**config.mk**
```make
export PLATFORM = sky130hd
export DESIGN_NAME = bfc_cell
export DESIGN_NICKNAME = d
export VERILOG_FILES = /design/src/rtl/core/bfc_pkg.sv /design/src/rtl/core/bfc_cell.sv
export SDC_FILE = /design/constraint.sdc
export NUM_CORES = 1
export LEC_CHECK = 0
export CORE_AREA = 4 4 41 43
export DETAILED_ROUTE_END_ITERATION = 10
export DIE_AREA = 0 0 45 47
export DONT_BUFFER_PORTS = 1
export GPL_ROUTABILITY_DRIVEN = 0
export PLACE_DENSITY = 0.5
export SYNTH_ARGS = -nofsm -noshare
export SYNTH_HDL_FRONTEND = slang
export SYNTH_SLANG_ARGS = --single-unit
export TNS_END_PERCENT = 10
```
**constraint.sdc**
```tcl
create_clock -name clk -period 0.8 [get_ports clk]
set_input_delay 0.08 -clock clk [delete_from_list [all_inputs] [get_ports clk]]
set_output_delay 0.08 -clock clk [all_outputs]
set_load 0.1 [all_outputs]
```
**src/rtl/core/bfc_pkg.sv**
```systemverilog
`default_nettype none

package bfc_pkg;

    localparam int MAX_WIDTH = 1024;
    localparam int COL_W     = $clog2(MAX_WIDTH);
    localparam int ROW_W     = 16;
    localparam int PIX_W     = 8;
    localparam int WCFG_W    = 11;
    localparam int CFG_IDX_W = 2;
    localparam int CFG_DAT_W = 16;
    localparam int COLSUM_W  = PIX_W + 2;
    localparam int SUM_W     = PIX_W + 4;

    // (sum + 4) / 9 as ((sum + 4) * RECIP_9) >> RECIP_SHIFT, exact for sums below 2^12
    localparam int RECIP_SHIFT = 16;
    localparam int RECIP_W     = 13;
    localparam logic [RECIP_W-1:0] RECIP_9 = RECIP_W'((2 ** RECIP_SHIFT + 8) / 9);
    localparam int PROD_W      = SUM_W + RECIP_W;

    localparam logic [COL_W-1:0] RESET_LAST_COL = COL_W'(640 - 1);
    localparam logic [ROW_W-1:0] RESET_LAST_ROW = ROW_W'(480 - 1);
    localparam int MIN_DIM = 3;

    typedef enum logic [CFG_IDX_W-1:0] {
        CFG_FRAME_WIDTH  = 2'd0,
        CFG_FRAME_HEIGHT = 2'd1
    } cfg_index_t;

    typedef logic [PIX_W-1:0]    pixel_t;
    typedef logic [COL_W-1:0]    col_t;
    typedef logic [COLSUM_W-1:0] colsum_t;

    typedef struct packed {
        logic wr_en;
        col_t wr_addr;
        logic rd_en;
        col_t rd_addr;
    } store_ctrl_t;

endpackage

`default_nettype wire

```
**src/rtl/core/bfc_cell.sv**
```systemverilog
`default_nettype none

module bfc_cell (
    input  wire logic             clk,
    input  wire logic             rst_n,
    input  wire logic             shift_en,
    input  wire bfc_pkg::colsum_t din,
    output bfc_pkg::colsum_t      dout
);
    import bfc_pkg::*;

    colsum_t sum_reg;
    colsum_t sum_next;

    assign sum_next = shift_en ? din : sum_reg;

    always_ff @(posedge clk or negedge rst_n)
    begin
        if (!rst_n)
        begin
            sum_reg <= '0;
        end
        else
        begin
            sum_reg <= sum_next;
        end
    end

    assign dout = sum_reg;

endmodule

`default_nettype wire

```
* Word-level counts from Yosys, hierarchy flattened *
Cells that the tools add are included.

word-level totals
  register bits after elaboration = 10
  bits of input ports = 13
  output and inout port bits = 10
  word-level logic and storage cells = 1

* Depth between registers and ports, before layout *
Gate-level depths: netlist of the first run.

  depth after elaboration = 0
  gate-level depth with buffers = 2
  depth with buffers taken out = 1

* Least setup slack after synthesis of the first run *
OpenSTA, ideal clock, no wires.

  path type = register -> register
  from = reg dout[0] (netlist name)
  to = reg sum_reg[0] (netlist: dout[0])
  library setup time = 0.126 ns
  arrival = 1.132 ns
  required time = 0.674 ns
  setup slack = -0.458 ns
  cell stages (with the launch flop) = 2
  path buffers = 0
  period minus slack after synthesis = 1.258 ns
  cell sequence = dfrtp_1 -> mux2_4

RTL lines
  what                  line            source
  end signal, assigned  bfc_cell.sv:25  sum_reg <= sum_next;
  end, declared         bfc_cell.sv:12  colsum_t sum_reg;

* Final worst setup path of the first run *
  from = reg sum_reg[3] (netlist: dout[3])
  to = out dout[3]

RTL lines
  what           line           source
  end, declared  bfc_cell.sv:8  output bfc_pkg::colsum_t dout

No word-level cell between the ends.

==> impl_metrics.tcl, run 1 <==
set metrics [dict create \
    critPathArrivalTime_ps 920 \
    dp_hpwl_um 629 \
    finalInstanceArea_um2 743 \
    yosysUniqueCellTypes 3 \
    place_area_um2 532 \
    clk_latency_ps 250 \
    syn_nets 34 \
    area_growth_pct 80.5 \
    ys_seq_area_share_pct 60.8 \
    drive_above_1_share_pct 75.0 \
    slew_headroom_pct 69.3 \
    grt_util_all_layers_pct 9.74 \
    largest_reg_flops 10 \
    hold_path.class "in -> reg" \
    wirelength_um 890 \
    wl_met1_um 295 \
    cts_max_path_buffers 2 \
    fin_crit_ps 1000 \
    drt-initial-drc-count 3 \
    clk_pin_slew_ps 60 \
    rsz0062_at_grt "yes" \
    synthCells 21 \
    vias 267 \
    clkSinkCount 10 \
    die_area_um2 2120 \
    dr.pass1.iters 2 \
    yosysWarningCount 0 \
    synth_edf_count 0 \
    critPathMaxStageDelay_ps 490 \
    finalSetupViolations 20 \
    route.detailed.drc 0 \
    route.met3.wl_um 100 \
    crit_chain "buf_12" \
    highest_layer "met3" \
    grt_pass1_wl_um 1380 \
    synth-seq-cells 10 \
    yosysTopAreaCellShare_pct 60.8 \
    root_buffer "clkbuf_4" \
    ant_nets 0 \
    diodes 0 \
    grt.overflow.total 0 \
    synthTopCellsByArea "dfrtp_1, mux2_4, buf_6" \
    grt_pass1_vias 310 \
    utilization_pct 57.1 \
    fin_nets 59 \
    synthTopCellsByCount "dfrtp_1, mux2_4, buf_6" \
    fmax_ghz 0.999 \
    cp-start-kind "flop" \
    maxCapViolCount 0 \
    antenna_found_initial 0 \
    cp_num_buf_inv 1 \
    path_delay_family "flip-flops" \
    hold_viol 10 \
    die_x_um 45 \
    drv_slew 0 \
    setup_slack_ps -201 \
    cts_tree "yes" \
    p_leak_nw 0.326 \
    outcome "complete, but fails checks" \
    initial_core_util_pct 31.6 \
    postSynthAreaPerCell_um2 19.6 \
    violations "negative hold slack, negative setup slack" \
    path_class "reg -> out" \
    ctsHoldBuffers 11 \
    avgViaCountPerCell 4.53 \
    cts_buffers 3 \
    h-tree-depth 1 \
    portBuffers 0 \
    wl_met2_um 495 \
    yosysTopAreaCell "dfrtp_1" \
    synthArstFlopShare_pct 100 \
    wl_per_cell_um 15.1 \
    fillers 115 \
    io_pins 23 \
    rows 13 \
    ys.flop_type "dfrtp_1" \
    power_density_nw_per_um2 2210 \
    post-cts-setup-buffer-count 0 \
    worstSetupEndpointType "output pin" \
    ir_worst_vdd_mv 1.51 \
    grt_max_degree 11 \
    worst_pin_slew_ps 459 \
    slowest_stage "dfrtp_4" \
    power.total_mw 1.64 \
    die_y_um 47 \
    finClkSkew_ps 0 \
    crit_path_max_fanout 2 \
    holdWs_ps -13.1 \
    core_area_um2 1300 \
    timing.final.crit_share_pct 125 \
    cp.required_ps 720 \
    netlist_area_um2 412 \
]
-- what timing repair did --
item                                   4_1_cts  5_1_grt
setup endpoints to repair                   20       20
endpoints found under the hold margin       20       10
gates cloned                                 0        0
resized for setup                           18        2
-- layer usage --
layer	vias to the layer above	GRT usage, %
li1	119	-
met1	130	8.92
met2	18	18.4
met3	0	7.28
met4	0	0
met5	-	0
-- final cells by class --
class / instances / area (um2) / area share, %
timing repair buffer: 21 / 264 / 35.5
multi-input combinational: 10 / 150 / 20.2
sequential: 10 / 288 / 38.7
clock buffer: 3 / 22.5 / 3.03
tap: 15 / 18.8 / 2.53
-- path summary, 6_finish.rpt --
path,to,slack [ps],cells past startpoint,from
setup / recovery,dout[3],-200,1,dout[3]
hold / removal,dout[6],-10,1,shift_en
setup reg to reg,dout[3],-80,1,dout[3]
hold reg to reg,dout[4],570,1,dout[4]
max in group asynchronous,dout[4],230,1,rst_n
min in group asynchronous,dout[8],210,1,rst_n
-- metrics by stage --
| stage | TNS [ps] | instances | worst slack [ps] |
|---|---|---|---|
| 2_1_floorplan | -2270 | 21 | -227 |
| 3_3_place_gp | -373 | 45 | -38.7 |
| 3_5_place_dp | -420 | 45 | -51.3 |
| 4_1_cts | -2740 | 59 | -210 |
| 5_1_grt | -3070 | 59 | -240 |
| 6_report | -2600 | 59 | -201 |
-- report_power, final --
part	internal, mW	switching, mW	leakage [nW]
Combinational	0.253	0.435	0.204
Clock	0.172	0.140	0.0138
Sequential	0.590	0.0492	0.108
-- layout by cell type (no fill, tap or decap) --
cell | netlist | final
dlygate4sd3_1 | 0 | 11
mux2_4 | 10 | 10
dfrtp_4 | 0 | 10
buf_8 | 0 | 4
clkbuf_4 | 0 | 3
buf_12 | 0 | 3
buf_6 | 1 | 3
-- kinds of logic (layout without fill, tap and decap cells) --
kind of cell	count (synthesis)	after routing	share of synthesized area, %
flip-flops	10	10	60.8
buffers and inverters	1	24	2.74
multiplexers	10	10	36.5
Note: power is estimated with default switching activity, not from simulation.
==> inputs of run 2 (changes only) <==
--- a/config.mk
+++ b/config.mk
@@ -5,12 +5,14 @@
 export SDC_FILE = /design/constraint.sdc
 export NUM_CORES = 1
 export LEC_CHECK = 0
-export CORE_AREA = 4 4 41 43
+export CELL_PAD_IN_SITES_DETAIL_PLACEMENT = 1
+export CELL_PAD_IN_SITES_GLOBAL_PLACEMENT = 2
+export CORE_MARGIN = 4
+export CORE_UTILIZATION = 31
 export DETAILED_ROUTE_END_ITERATION = 10
-export DIE_AREA = 0 0 45 47
 export DONT_BUFFER_PORTS = 1
 export GPL_ROUTABILITY_DRIVEN = 0
-export PLACE_DENSITY = 0.5
+export PLACE_DENSITY = 0.69
 export SYNTH_ARGS = -nofsm -noshare
 export SYNTH_HDL_FRONTEND = slang
 export SYNTH_SLANG_ARGS = --single-unit
==> run 2 against run 1 <==
The run still ends with negative hold slack, negative setup slack left. Hold slack lost 7.5 ps. Global-route usage is 1.1 points higher. Register-to-register slack worse by 100 ps. Sequential cell count is the same. Critical path depth is the same. Critical endpoint is now dout[2]. Highest routed layer unchanged.
==> impl_metrics.tcl, run 2 (same netlist as run 1, synthesis figures left out) <==
set metrics [dict create \
    outcome "complete, but fails checks" \
    violations "negative hold slack, negative setup slack" \
    avgViaCountPerCell 4.44 \
    place_area_um2 531 \
    area_growth_pct 79.0 \
    drt-initial-drc-count 0 \
    diodes 0 \
    holdCritStartpoint "shift_en" \
    fin_crit_ps 1010 \
    path_delay_family "flip-flops" \
    slowest_stage "dfrtp_4" \
    hold_depth 1 \
    maxCapViolCount 0 \
    critPathArrivalTime_ps 930 \
    vias 262 \
    finalSetupViolations 20 \
    stdcell_count 59 \
    cts_tree "yes" \
    holdWs_ps -20.6 \
    fillers 100 \
    p_leak_nw 0.326 \
    h-tree-depth 1 \
    dp_cells 44 \
    ant_nets 0 \
    largest_reg_flops 10 \
    cp-start-kind "flop" \
    ff2ff_path_depth 2 \
    power_density_nw_per_um2 2240 \
    rrSetupSlack_ps -180 \
    die_area_um2 1970 \
    grt.overflow.total 0 \
    finClkSkew_ps 0 \
    wirelength_um 944 \
    grt_pass1_wl_um 1480 \
    clkSinkCount 10 \
    grt_util_all_layers_pct 10.9 \
    drive_above_1_share_pct 75.6 \
    drv_slew 0 \
    fmax_ghz 0.992 \
    die_x_um 44.4 \
    final_common_cell "dlygate4sd3_1" \
    worstSetupEndpointType "output pin" \
    antenna_found_initial 0 \
    setup_slack_ps -208 \
    initial_core_util_pct 35.1 \
    rsz0062_at_grt "yes" \
    path_class "reg -> out" \
    grt_max_degree 11 \
    fin_nets 60 \
    ctsHoldBuffers 11 \
    r2r-end "dout[9]" \
    wl_per_cell_um 16.0 \
    crit_start "dout[2]" \
    crit_chain "buf_6" \
    timing.final.crit_share_pct 126 \
    cp.required_ps 720 \
    critPathMaxStageDelay_ps 480 \
    cp_num_buf_inv 1 \
    cts_max_path_buffers 2 \
    route.detailed.drc 0 \
    core_area_um2 1170 \
    worst_pin_slew_ps 463 \
    clk_pin_slew_ps 70 \
    finalInstanceArea_um2 737 \
    die_y_um 44.4 \
    portBuffers 0 \
    hold_viol 10 \
    clk_latency_ps 250 \
    rows 12 \
    root_buffer "clkbuf_4" \
    ir_worst_vdd_mv 1.60 \
    grt_pass1_vias 333 \
    rr_startpoint "dout[9]" \
    slew_headroom_pct 69.1 \
    crit_path_max_fanout 2 \
    hold_path.class "in -> reg" \
    dr.pass1.iters 1 \
    hold_end "dout[2]" \
    cts_buffers 3 \
    layout_common_cells "dlygate4sd3_1, mux2_4, dfrtp_4, buf_6, clkbuf_4" \
    io_pins 23 \
]
[run 2: changes by cell type in the layout (fill, tap and decap cells not counted), sizes merged]
cell	before	now
buf	10	11
[run 2: how the worst max path moves through the flow]
stage	endpoint	slack (ps)	depth (start not counted)
6_report	dout[2]	-210	1
5_1_grt	dout[4]	-250	1
4_1_cts	dout[4]	-210	1
3_5_place_dp	dout[4]	-50	1
3_3_place_gp	dout[8]	-40	1
2_1_floorplan	dout[0]	-230	1
[run 2: power by group]
| part | internal (mW) | total [mW] | switching, mW | leakage, nW |
|---|---|---|---|---|
| clock network | 0.173 | 0.338 | 0.165 | 0.0138 |
| registers | 0.589 | 0.633 | 0.0443 | 0.108 |
| logic | 0.245 | 0.682 | 0.437 | 0.204 |
| total | 1.01 | 1.65 | 0.646 | 0.326 |
[run 2: per-stage QoR]
| stage | TNS, ps | total power [mW] | setup WS, ps | utilization, % |
|---|---|---|---|---|
| after global placement | -372 | 1.18 | -39.4 | 45.3 |
| final | -2780 | 1.65 | -208 | 62.9 |
| after floorplan | -2270 | 1.11 | -227 | - |
| after detailed placement | -411 | 1.19 | -50.2 | 45.3 |
| after global routing | -3260 | 1.73 | -245 | 62.9 |
| after CTS | -2760 | 1.65 | -214 | 62.0 |
[run 2: repair_timing]
item,CTS,global route
hold endpoints to repair,20,10
buffers inserted,0,1
gates resized for setup,16,1
endpoints found under the setup margin,20,20
[run 2: area by class of cell]
cell class	instances	area [um2]	area share [%]
well taps	14	17.5	2.38
clock buffers	3	22.5	3.06
repair buffers	22	259	35.1
multi-input cells	10	150	20.4
flip-flops and latches	10	288	39.0
[run 2: metal layers]
metal	vias up	part of all wire, %	global-route usage, %
met3	0	8.9	6.91
met5	-	0	0
li1	121	-	-
met1	123	41	11.9
met4	0	0	3.61
met2	18	50	17.2
==> inputs of run 3 (changes only) <==
--- a/config.mk
+++ b/config.mk
@@ -12,7 +12,7 @@
 export DETAILED_ROUTE_END_ITERATION = 10
 export DONT_BUFFER_PORTS = 1
 export GPL_ROUTABILITY_DRIVEN = 0
-export PLACE_DENSITY = 0.69
+export PLACE_DENSITY = 0.67
 export SYNTH_ARGS = -nofsm -noshare
 export SYNTH_HDL_FRONTEND = slang
 export SYNTH_SLANG_ARGS = --single-unit
==> run 3 against run 2 <==
Final area increased by 2.5%. Sequential power about the same. Core utilization increased by 1.6 points. Clock-buffer cell count increased by 1. Wire length increased by 9.7%. Via count increased by 3.8%. The flow still finishes with violations (negative hold slack, negative setup slack). Cell count increased by 1.7%. Critical path depth unchanged. Sequential share of layout area decreased by 0.97 points. Global-route usage increased by 1.8 points. Clock power increased by 36%.
==> impl_metrics.tcl, run 3 (same netlist as run 1, synthesis figures left out) <==
set metrics [dict create \
    rsz0062_at_grt "yes" \
    grt_util_all_layers_pct 12.7 \
    cts_buffers 3 \
    crit_path_max_fanout 2 \
    pwr-share-seq_pct 35.5 \
    p_leak_nw 0.335 \
    p_sw_uw 673 \
    finalInstanceArea_um2 756 \
    combPwrFrac_pct 38.8 \
    ir_worst_vdd_mv 1.23 \
    setup_slack_ps -222 \
    place_area_um2 531 \
    finalSetupViolations 20 \
    drive_above_1_share_pct 76.1 \
    drt-initial-drc-count 2 \
    root_buffer "clkbuf_4" \
    fin_nets 60 \
    fmax_ghz 0.978 \
    clk_latency_ps 260 \
    worst_pin_slew_ps 457 \
    cp_num_buf_inv 1 \
    critPathMaxStageDelay_ps 500 \
    power_density_nw_per_um2 2370 \
    die_x_um 44.4 \
    critPathArrivalTime_ps 940 \
    antenna_found_initial 0 \
    power_frac_clock_pct 25.7 \
    crit_chain "buf_12" \
    vias 272 \
    ant_nets 0 \
    cts_tree "yes" \
    die_area_um2 1970 \
    path_class "reg -> out" \
    h-tree-depth 1 \
    largest_reg_flops 10 \
    portBuffers 0 \
    slowest_stage "dfrtp_4" \
    hold_path.class "in -> reg" \
    rrSetupSlack_ps -220 \
    layout_common_cells "dlygate4sd3_1, mux2_4, dfrtp_4, buf_6" \
    drv_slew 0 \
    hold_end "dout[3]" \
    grt.overflow.total 0 \
    grt_max_degree 11 \
    wirelength_um 1040 \
    dp_cells 44 \
    core_area_um2 1170 \
    crit_cells 1 \
    grt_pass1_vias 356 \
    fin_crit_ps 1020 \
    die_y_um 44.4 \
    rr_startpoint "dout[4]" \
    io_pins 23 \
    regArea_um2 288 \
    grt_pass1_wl_um 1700 \
    cp-start-kind "flop" \
    slew_headroom_pct 69.4 \
    maxCapViolCount 0 \
    ctsHoldBuffers 11 \
    ff2ff_path_depth 2 \
    final_common_cell "dlygate4sd3_1" \
    timing.final.crit_share_pct 128 \
    power.total_mw 1.79 \
    multi_input_area_um2 150 \
    rows 12 \
    initial_core_util_pct 35.1 \
    fillers 99 \
    holdCritStartpoint "shift_en" \
    cts_max_path_buffers 2 \
    area_growth_pct 83.6 \
    r2r-end "dout[4]" \
    outcome "complete, but fails checks" \
    path_delay_family "flip-flops" \
    holdWs_ps -25.5 \
    clkSinkCount 10 \
    internal_power_mw 1.12 \
    avgViaCountPerCell 4.53 \
    p_sw_share_pct 37.6 \
    violations "negative hold slack, negative setup slack" \
    hold_viol 10 \
    route.detailed.drc 0 \
    worstSetupEndpointType "output pin" \
    clk_pin_slew_ps 70 \
    stdcell_count 60 \
    cp.required_ps 720 \
    dr.pass1.iters 2 \
    wl_per_cell_um 17.3 \
    hold_depth 1 \
    finClkSkew_ps 0 \
    diodes 0 \
]
## run 3: cell types whose count changed in the layout (fill, tap and decap cells not counted)
cell | previous run | this run
buf_12 | 2 | 3
buf_4 | 0 | 1
buf_6 | 7 | 5
clkbuf_8 | 0 | 1
## run 3: worst max path at each step
stage	slack (ps)	from	to
after floorplan	-230	dout[0]	dout[0]
after global placement	-40	dout[6]	dout[6]
after detailed placement	-60	dout[4]	dout[4]
after CTS	-230	dout[4]	dout[4]
after global routing	-260	dout[3]	dout[3]
final	-220	dout[3]	dout[3]
## run 3: metal layers
layer | vias up | global-route usage, % | wire (um)
met5 | - | 0 | 0
met4 | 0 | 3.61 | 0
met3 | 0 | 8.13 | 115
met2 | 18 | 21.5 | 527
met1 | 132 | 12.8 | 393
li1 | 122 | - | -
## run 3: cell type report
cell class | count | share of cell area (%)
clock buffers | 4 | 4.80
flip-flops and latches | 10 | 38.1
multi-input cells | 10 | 19.9
well taps | 14 | 2.32
repair buffers | 22 | 34.9
## run 3: stage by stage
stage | util [%] | TNS [ps] | worst slack [ps]
finish | 64.5 | -2980 | -222
global route | 64.5 | -3510 | -260
CTS | 63.8 | -3140 | -235
detailed placement | 45.3 | -472 | -57.0
global placement | 45.3 | -373 | -38.8
floorplan | - | -2270 | -227
## run 3: what timing repair did
action                                  CTS  global route
endpoints found under the setup margin   20            20
setup buffers                             1             0
resized for setup                        16             2
hold endpoints to repair                 20            10
## run 3: power groups by stage
stage	sequential (mW)	clock, mW	combinational [mW]
6_report	0.636	0.459	0.695
5_1_grt	0.645	0.516	0.711
4_1_cts	0.635	0.480	0.686
3_5_place_dp	0.630	0	0.564
3_3_place_gp	0.625	0	0.558
2_1_floorplan	1.01	0	0.0982
